### config.mk
export PLATFORM = sky130hd
export DESIGN_NAME = mhpq_cell
export DESIGN_NICKNAME = d
export VERILOG_FILES = /design/src/rtl/mhpq_pkg.sv /design/src/rtl/mhpq_cell.sv
export SDC_FILE = /design/constraint.sdc
export NUM_CORES = 1
export LEC_CHECK = 0
export CAP_MARGIN = 20
export CORE_AREA = 2 2 88 90
export CTS_BUF_LIST = sky130_fd_sc_hd__clkbuf_4
export DETAILED_ROUTE_END_ITERATION = 10
export DIE_AREA = 0 0 90 92
export DONT_BUFFER_PORTS = 1
export MAX_ROUTING_LAYER = met4
export PLACE_DENSITY = 0.53
export SLEW_MARGIN = 30
export SYNTH_ARGS = -nofsm -noshare
export SYNTH_HDL_FRONTEND = slang
export SYNTH_SLANG_ARGS = --single-unit
### constraint.sdc
create_clock -name i_clk -period 7.49 [get_ports i_clk]
set_clock_uncertainty 0.05 [all_clocks]
set_input_delay 0.3745 -clock i_clk [delete_from_list [all_inputs] [get_ports i_clk]]
set_output_delay 0.3745 -clock i_clk [all_outputs]
set_load 0.02 [all_outputs]
### src/rtl/mhpq_pkg.sv
package mhpq_pkg;

    localparam int MAX_ENTRIES = 64;
    localparam int DATA_W      = 32;
    localparam int CNT_W       = $clog2(MAX_ENTRIES + 1);
    localparam int CAP_W       = 7;
    localparam int LIM_W       = (CNT_W > CAP_W) ? CNT_W : CAP_W;
    localparam int CNT_OUT_W   = 7;
    localparam int PADDR_W     = 3;
    localparam int PDATA_W     = 32;

    localparam logic [CAP_W-1:0] CAP_RESET = CAP_W'(64);

    localparam logic [1:0] REQ_INSERT  = 2'd0;
    localparam logic [1:0] REQ_EXTRACT = 2'd1;
    localparam logic [1:0] REQ_PEEK    = 2'd2;

    localparam logic [1:0] ST_OK    = 2'd0;
    localparam logic [1:0] ST_FULL  = 2'd1;
    localparam logic [1:0] ST_EMPTY = 2'd2;

    localparam logic REG_CAPACITY = 1'b0;

    typedef struct packed {
        logic [1:0]               req_type;
        logic signed [DATA_W-1:0] value;
    } t_req;

    typedef struct packed {
        logic signed [DATA_W-1:0] result_value;
        logic                     result_valid;
        logic [1:0]               status;
        logic [CNT_OUT_W-1:0]     entry_count;
        logic                     is_empty;
    } t_rsp;

    typedef struct packed {
        logic                     insert;
        logic                     extract;
        logic signed [DATA_W-1:0] key;
    } t_cell_ctl;

endpackage

### src/rtl/mhpq_cell.sv
module mhpq_cell
    import mhpq_pkg::*;
(
    input  logic                     i_clk,
    input  t_cell_ctl                i_ctl,
    input  logic                     i_occ,
    input  logic                     i_prev_ge,
    input  logic signed [DATA_W-1:0] i_prev_val,
    input  logic signed [DATA_W-1:0] i_next_val,
    output logic signed [DATA_W-1:0] o_val,
    output logic                     o_ge
);

    logic signed [DATA_W-1:0] r_val;
    logic signed [DATA_W-1:0] n_val;

    // entries kept sorted, largest in the first cell
    assign o_ge  = i_occ && (r_val >= i_ctl.key);
    assign o_val = r_val;

    always_comb begin
        n_val = r_val;
        if (i_ctl.insert) begin
            if (o_ge) begin
                n_val = r_val;
            end else if (i_prev_ge) begin
                n_val = i_ctl.key;
            end else begin
                n_val = i_prev_val;
            end
        end else if (i_ctl.extract) begin
            n_val = i_next_val;
        end
    end

    always_ff @(posedge i_clk) begin
        r_val <= n_val;
    end

endmodule

-- Word-level counts from Yosys, hierarchy flattened
Cells that the tools add are included.
- reductions and logical operators: 3
- magnitude comparators: 1
- multiplexer cells: 4
- eq/ne operators: 1
- operators with widths (operator ; number):
    $mux 32 ; 4
    $ge 32x32->1 ; 1
    $ne 2x2->1 const B ; 1
    $reduce_and 2->1 ; 1
    $reduce_bool 2->1 ; 1
    $logic_and 1x1->1 ; 1
- register bits after elaboration: 32
- output and inout bits: 33

-- Depth between registers and ports, before layout
Gate-level depths: netlist (run 1).
- word-level depth: 4
- depth in mapped cells: 8
- depth with buffers taken out: 8

-- Worst setup path before layout (run 1)
No wires, ideal clock.
- path kind: register -> register
- from: reg r_val[14], in the netlist o_val[14]
- to: reg r_val[0], in the netlist o_val[0], enable pin
- cell stages (with the launch flop): 8
- path buffers: 0
- setup slack: 4387 ps
- period minus slack after synthesis: 3103 ps
- setup time: 394 ps
- arrival: 2659 ps
- cells stage by stage: edfxtp_1 -> ha_1 -> and4_4 -> a211oi_2 -> o21ai_1 -> o31ai_1 -> nor3b_2 -> o32a_1
- cells in the longest elaborated chain, start to end: 4
- ends and longest elaborated chain (element ; line ; source):
    start: declaration ; mhpq_cell.sv:14 ; logic signed [DATA_W-1:0] r_val;
    start signal: assignment ; mhpq_cell.sv:37 ; r_val <= n_val;
    $ge 32x32->1 ; mhpq_cell.sv:18 ; assign o_ge = i_occ && (r_val >= i_ctl.key);
    $logic_and 1x1->1 ; mhpq_cell.sv:18 ;
    $ne 2x2->1 (no source line) ; n/a ;
    $reduce_and 2->1 (no source line) ; n/a ;
No other way between the ends.
A chain may end at the register's enable or synchronous reset.

-- Worst setup path in the final report (run 1)
- from: reg r_val[14], in the netlist o_val[14]
- to: out o_ge
- cells in the longest elaborated chain, start to end: 2
- ends and longest elaborated chain (element ; line ; source):
    $ge 32x32->1 ; mhpq_cell.sv:18 ;
    $logic_and 1x1->1 ; mhpq_cell.sv:18 ;
    end: declaration ; mhpq_cell.sv:11 ; output logic o_ge
No other way between the ends.

==> results of run 1 <==
## through the flow
step,setup slack [ns],area [um2],total power (uW),utilization
2_1_floorplan,4.39,2480,346,-
6_report,4.27,2610,455,0.351
4_1_cts,4.24,2610,465,0.351
5_1_grt,4.13,2610,486,0.351
3_3_place_gp,4.41,2560,362,0.344
3_5_place_dp,4.32,2560,365,0.344
## worst max path at each step
stage,startpoint,end,slack (ns)
final,o_val[14],o_ge,4.27
after global routing,o_val[27],o_ge,4.13
after floorplan,o_val[14],o_val[0],4.39
after global placement,o_val[14],o_val[5],4.41
after CTS,o_val[14],o_ge,4.24
after detailed placement,o_val[14],o_val[14],4.32
## critical path, stage by stage, from the launching register on
cell,delay [ns]
edfxtp_1,0.52
ha_1,0.36
and4_4,0.22
a211oi_2,0.21
o21ai_1,0.09
o31ai_1,0.32
nor2_1,0.11
nor3b_1,0.65
## layout by cell type (no fill, tap or decap), drive strengths merged
| master | n |
|---|---|
| a211oi | 3 |
| a21o | 2 |
| a21oi | 44 |
| and3 | 1 |
| and4 | 3 |
| clkbuf | 5 |
| clkinv | 1 |
| clkinvlp | 1 |
| edfxtp | 32 |
| ha | 32 |
| inv | 32 |
| mux2i | 32 |
| nand2 | 8 |
| nand2b | 1 |
| nand3 | 2 |
| nand4 | 4 |
| nor2 | 33 |
| nor2b | 2 |
| nor3 | 1 |
| nor3b | 2 |
| nor4b | 1 |
| o211ai | 1 |
| o21a | 1 |
| o21ai | 4 |
| o2bb2ai | 1 |
| o31ai | 2 |
| o32a | 1 |
| or2 | 1 |
## where the power goes
part / internal, uW / switching, uW
Clock: 34.2 / 62.9
Sequential: 224 / 37.8
Combinational: 44.5 / 51.5
Total: 303 / 152
## kinds of logic after synthesis
group | count (synthesis) | share of synthesized area
and+or+nand+nor | 59 | 0.117
DFF | 32 | 0.388
adders and majority gates | 32 | 0.162
AOI/OAI and AO/OA | 59 | 0.138
muxes | 32 | 0.129
buffers and inverters | 43 | 0.0667
## area by class of cell
type | count | area [um2] | area share
multi-input cells | 182 | 1350 | 0.518
flip-flops and latches | 32 | 961 | 0.368
clock inverters | 2 | 12.5 | 0.00479
well taps | 102 | 128 | 0.0489
inverters | 32 | 120 | 0.0460
clock buffers | 5 | 37.5 | 0.0144
## routing by layer
layer	up-vias	share of wire	wire [um]
li1	915	-	-
met1	813	0.43	2450
met2	74	0.48	2760
met3	2	0.080	459
met4	0	0.0061	35
met5	-	0	0
==> results.txt, run 1 <==
nets = 386
H-tree level count = 2
GR Util met1 = 0.163
IO Port Bufs = 0
Max VDD drop = 0.0000695 V
Routed Antenna Nets = 0
R2R depth = 7
reg2reg start = o_val[14]
setup violators final = 0
Worst Tran Pin Value = 0.820 ns
nature of the critical path endpoint = output pin
CTS resizes = 0
first-pass GRT wire length = 8680 um
total grt overflow = 0
pwr dens = 174 nW/um2
overall die area = 8280 um2
Setup TNS = 0 ns
mapped cell area = 2480 um2
CTS root buf = clkbuf_4
Diodes inserted = 0
Clock Path Buffers = 2
hold_ws = 0.198 ns
Critical R2R Capture = o_val[1]
grt met3 use = 0.0427
Worst Path Arrival = 2.80 ns
max-cap viol count = 0
Die H = 92 um
RSZ-0062 raised after global routing = no
max FFs per register = 32
filler cell count = 810
syn nets = 390
post-synthesis sequential area ratio = 0.388
EDFF count, synth = 32
min cycle time layout = 3.22 ns
Min-Delay Path Class = input pin to flop
Starting Density = 0.333
status = complete, no violations
R2R Setup Slk = 4.35 ns
final worst-path cycle share = 0.430
Most Used Layer, Global Route = met2
Clock Sinks = 32
Yosys reg bits = 32
Syn Area/Cell = 9.64 um2
vias per std cell = 5.08
Synth top area share = 0.388
DRC = 0
final WL = 5700 um
most common cell in the netlist = a21oi_1
First DRT Iteration DRCs = 50
Peak Freq = 0.310 GHz
largest net degree at the start of global routing = 67
Worst Path Required = 7.07 ns
synth top area cells = edfxtp_1, ha_1, mux2i_1
GRT Total Usage = 0.137
CTS tree = yes
CP Launch Type = flop
leading area contributor after synthesis = edfxtp_1
post-synthesis cell type count = 33
core area = 7450 um2
Worst-Skew Late Latency = 0.33 ns
cell row count = 32
hold buffers post-CTS = 0
Primary FF master, synth = edfxtp_1
TritonRoute pass-1 iters = 4
synth cell count leaders = a21oi_1, nor2_1
relative slew slack = 0.454
CTS clk-pin slew, worst paths = 0.11 ns
Num CTS Buffers = 5
antenna violations before repair = 0
GPL Wtd Cong = 0.741
Hold Startpoint = i_ctl[33]
final hold violations = 0
fraction of registers with async set/reset = 0
DR vias = 1804
DP HPWL = 4430 um
drt wl/cell = 16.1 um
setup bufs post-CTS = 0
fin cells = 355
post-synthesis cell count = 257
Area Growth Syn to Fin = 5.40%
vias in the first global route = 1751
Chip Width = 90 um
Hold Path End = o_val[21]
P_leak = 0.00116 uW
dpl cells = 348
GR Layer Usage met2 = 0.224
Yosys warnings = 0
Slew Viols, Final = 0
Hold Path Stages = 1
WS Path Type = flop to output pin
largest fanout on the critical path = 3
layout cells sized above 1 = 0.0553
Ports = 134
No activity file was read; power rests on OpenSTA's default activity.
==> run 2: changes to the inputs <==
Clock period 7.49 ns to 3.4 ns, I/O delays scaled along.
==> results.txt, run 2 (synthesis gave the netlist of run 1 again) <==
Area Growth Syn to Fin = 8.99%
min cycle time layout = 2.90 ns
DRC = 0
Routed Antenna Nets = 0
Placed Area = 2590 um2
Chip Width = 90 um
CP Launch Type = flop
CTS resizes = 0
CTS tree = yes
Max VDD drop = 0.000174 V
CTS clk-pin slew, worst paths = 0.10 ns
H-tree level count = 2
drt wl/cell = 16.3 um
final WL = 5930 um
core area = 7450 um2
largest net degree at the start of global routing = 36
vias in the first global route = 1862
antenna violations before repair = 0
most frequent cells in the layout = a21oi_1, nor2_1
layout cells sized above 1 = 0.0651
Hold Path Stages = 2
Worst Setup EP = o_val[15]
Die H = 92 um
R2R depth = 8
Min-Delay Path Class = input pin to flop
pwr dens = 377 nW/um2
First DRT Iteration DRCs = 98
GRT Total Usage = 0.150
setup violators final = 0
crit path launch = o_val[14]
DR vias = 1828
final hold violations = 0
DP HPWL = 4370 um
Starting Density = 0.333
Ports = 134
IO Port Bufs = 0
Num CTS Buffers = 5
RSZ-0062 raised after global routing = no
Peak Freq = 0.345 GHz
reg2reg start = o_val[14]
cell row count = 32
Worst Tran Pin Value = 0.294 ns
filler cell count = 778
design area = 2700 um2
vias per std cell = 5.04
Clock Sinks = 32
Worst-Skew Late Latency = 0.33 ns
TritonRoute pass-1 iters = 4
final worst-path cycle share = 0.852
overall die area = 8280 um2
setup ws final = 0.504 ns
nets = 393
largest fanout on the critical path = 23
Clock Path Buffers = 2
Slew Viols, Final = 0
pre-CTS WS = 0.512 ns
nature of the critical path endpoint = flop
GPL Wtd Cong = 0.746
Setup TNS = 0 ns
most common cell after layout, fill and taps aside = a21oi_1
Critical R2R Capture = o_val[15]
first-pass GRT wire length = 9430 um
P_leak = 0.00121 uW
CTS root buf = clkbuf_4
WS Path Type = flop to flop
R2R Setup Slk = 0.50 ns
max-cap viol count = 0
total grt overflow = 0
max FFs per register = 32
Worst Path Required = 3.39 ns
Diodes inserted = 0
Worst Path Arrival = 2.89 ns
status = complete, no violations
relative slew slack = 0.803
## run 2: per-stage QoR
step                total power (uW)   util  std cells  hold slack, ns
CTS                             1040  0.363        363        0.000793
global route                    1100  0.363        363         0.00415
detailed placement               809  0.348        350           0.341
floorplan                        761      -        257           0.346
global placement                 805  0.348        350           0.336
finish                          1020  0.363        363          0.0159
## run 2: routing by layer
metal / track usage / part of all wire
met1: 0.178 / 0.42
met5: - / 0
met3: 0.0526 / 0.088
met2: 0.245 / 0.48
met4: 0.0385 / 0.011
## run 2: final cells by class
| cell class | count | area (um2) | area share |
|---|---|---|---|
| multi-input cells | 182 | 1350 | 0.501 |
| flip-flops and latches | 32 | 961 | 0.356 |
| well taps | 102 | 128 | 0.0473 |
| inverters | 32 | 120 | 0.0445 |
| repair buffers | 7 | 87.6 | 0.0324 |
| clock buffers | 5 | 37.5 | 0.0139 |
| clock inverters | 3 | 13.8 | 0.00510 |
## run 2: where the power goes
group | leakage, uW | switching, uW | internal [uW]
logic | 0.000862 | 120 | 110
registers | 0.000313 | 82.4 | 493
clock network | 0.0000324 | 138 | 75.9
total | 0.00121 | 340 | 679
## run 2: how the worst min path moves through the flow
stage	startpoint	to	slack, ns
6_report	i_next_val[7]	o_val[7]	0.02
5_1_grt	i_next_val[27]	o_val[27]	0.004
4_1_cts	i_next_val[14]	o_val[14]	0.0008
3_5_place_dp	i_ctl[33]	o_val[19]	0.34
3_3_place_gp	i_ctl[33]	o_val[16]	0.34
2_1_floorplan	i_next_val[30]	o_val[30]	0.35
## run 2: critical path, cell delays in order (launching register included)
cell and delay (ns):
edfxtp_1 0.52, ha_1 0.36, and4_4 0.22, a211oi_2 0.21
o21ai_1 0.10, o31ai_1 0.32, nor3b_2 0.25, o32a_2 0.35
buf_12 0.23
## run 2: repair_timing
item,in CTS,in global routing
setup buffers,0,0
hold buffers,5,0
hold endpoints to repair,32,0
==> run 3: changes to the inputs <==
Settings changed: RECOVER_POWER set to 50.
==> results.txt, run 3 (synthesis gave the netlist of run 1 again) <==
net load switching power = 340 uW
dpl cells = 350
Flop pwr share = 0.566
reg2reg start = o_val[14]
Worst-Skew Late Latency = 0.33 ns
CTS clk-pin slew, worst paths = 0.10 ns
Num CTS Buffers = 5
Ports = 134
setup bufs post-CTS = 0
DP HPWL = 4370 um
hold_ws = 0.0208 ns
H-tree level count = 2
Critical R2R Capture = o_val[15]
Starting Density = 0.333
Most Used Layer, Global Route = met2
TritonRoute pass-1 iters = 4
most frequent cells in the layout = a21oi_1, nor2_1
max-cap viol count = 1
final WL = 5940 um
pwr dens = 379 nW/um2
Worst Tran Pin Value = 1.55 ns
Peak Freq = 0.345 GHz
Min-Delay Path Class = input pin to flop
Worst Path Required = 3.39 ns
core area = 7450 um2
vias per std cell = 5.03
Clock Path Buffers = 2
Area Growth Syn to Fin = 8.33%
max FFs per register = 32
first-pass GRT wire length = 9430 um
vias in the first global route = 1862
Setup TNS = 0 ns
Clock Power Share = 0.210
fin cells = 363
final hold violations = 0
Worst Path Arrival = 2.89 ns
CTS root buf = clkbuf_4
GPL Wtd Cong = 0.746
Comb pwr share = 0.224
switching share of total power = 0.334
DRC = 0
Max VDD drop = 0.000174 V
status = finished, violations left
P_leak = 0.00120 uW
min cycle time layout = 2.89 ns
Routed Antenna Nets = 0
Util after Layout = 0.360
Hold Startpoint = i_next_val[7]
setup violators final = 0
relative slew slack = -0.0334
nature of the critical path endpoint = flop
Hold Path Stages = 2
final worst-path cycle share = 0.851
most common cell after layout, fill and taps aside = a21oi_1
grt met3 use = 0.0526
Hold Path End = o_val[7]
Clock Sinks = 32
layout cells sized above 1 = 0.0613
total grt overflow = 0
GR Layer Usage met2 = 0.245
R2R Setup Slk = 0.51 ns
failing checks = capacitance limit, slew limit
drt wl/cell = 16.4 um
antenna violations before repair = 0
Diodes inserted = 0
Chip Width = 90 um
IO Port Bufs = 0
largest fanout on the critical path = 23
GR Util met1 = 0.178
RSZ-0062 raised after global routing = no
GRT Total Usage = 0.150
largest net degree at the start of global routing = 36
DR vias = 1825
First DRT Iteration DRCs = 101
nets = 393
CTS tree = yes
cell row count = 32
WS Path Type = flop to flop
Die H = 92 um
CP Launch Type = flop
R2R depth = 8
overall die area = 8280 um2
Int Pwr = 677 uW
Slew Viols, Final = 33
==> run 3: cell types whose count changed in the layout (fill, tap and decap cells not counted), sizes merged <==
| cell | previous run | this run |
|---|---|---|
| buf | 3 | 2 |
| clkbuf | 5 | 6 |
==> run 3: power groups by stage <==
stage	Clock, uW	Combinational [uW]	Sequential [uW]
detailed placement	0	223	586
global placement	0	220	585
global route	248	266	581
floorplan	0	187	574
CTS	226	236	577
finish	214	228	576
==> run 3: worst max path at each step <==
| stage | startpoint | endpoint | slack, ns | cells past startpoint |
|---|---|---|---|---|
| 2_1_floorplan | o_val[14] | o_val[0] | 0.30 | 7 |
| 3_3_place_gp | o_val[14] | o_val[9] | 0.55 | 8 |
| 3_5_place_dp | o_val[14] | o_val[9] | 0.51 | 8 |
| 4_1_cts | o_val[14] | o_val[9] | 0.47 | 8 |
| 5_1_grt | o_val[14] | o_val[9] | 0.29 | 8 |
| 6_report | o_val[14] | o_val[15] | 0.51 | 8 |
==> run 3: through the flow <==
stage	total power (uW)	setup WS, ns	instance area, um2
after floorplan	761	0.297	2480
after global placement	805	0.551	2590
after detailed placement	809	0.512	2590
after CTS	1040	0.470	2700
after global routing	1090	0.289	2680
final	1020	0.505	2680
==> run 3: repair_timing <==
item	in CTS	in global routing
hold buffers	5	0
resized for setup	0	0
endpoints found under the hold margin	32	0
==> run 3: area by class of cell <==
type	count	area, um2
clock buffer	5	37.5
timing repair buffer	7	71.3
fill	781	4760
clock inverter	3	13.8
sequential	32	961
tap	102	128
inverter	32	120
multi-input combinational	182	1350
==> run 3: metal layers <==
layer,up-vias,wire length (um)
met3,6,520
met2,71,2850
li1,926,-
met4,0,67
met1,822,2500
met5,-,0
==> run 3: critical path, stage by stage, from the launching register on <==
cell and delay, ns:
edfxtp_1 0.52, ha_1 0.36, and4_4 0.22, a211oi_2 0.21, o21ai_1 0.10, o31ai_1 0.32
nor3b_2 0.25, o32a_2 0.35, buf_12 0.23
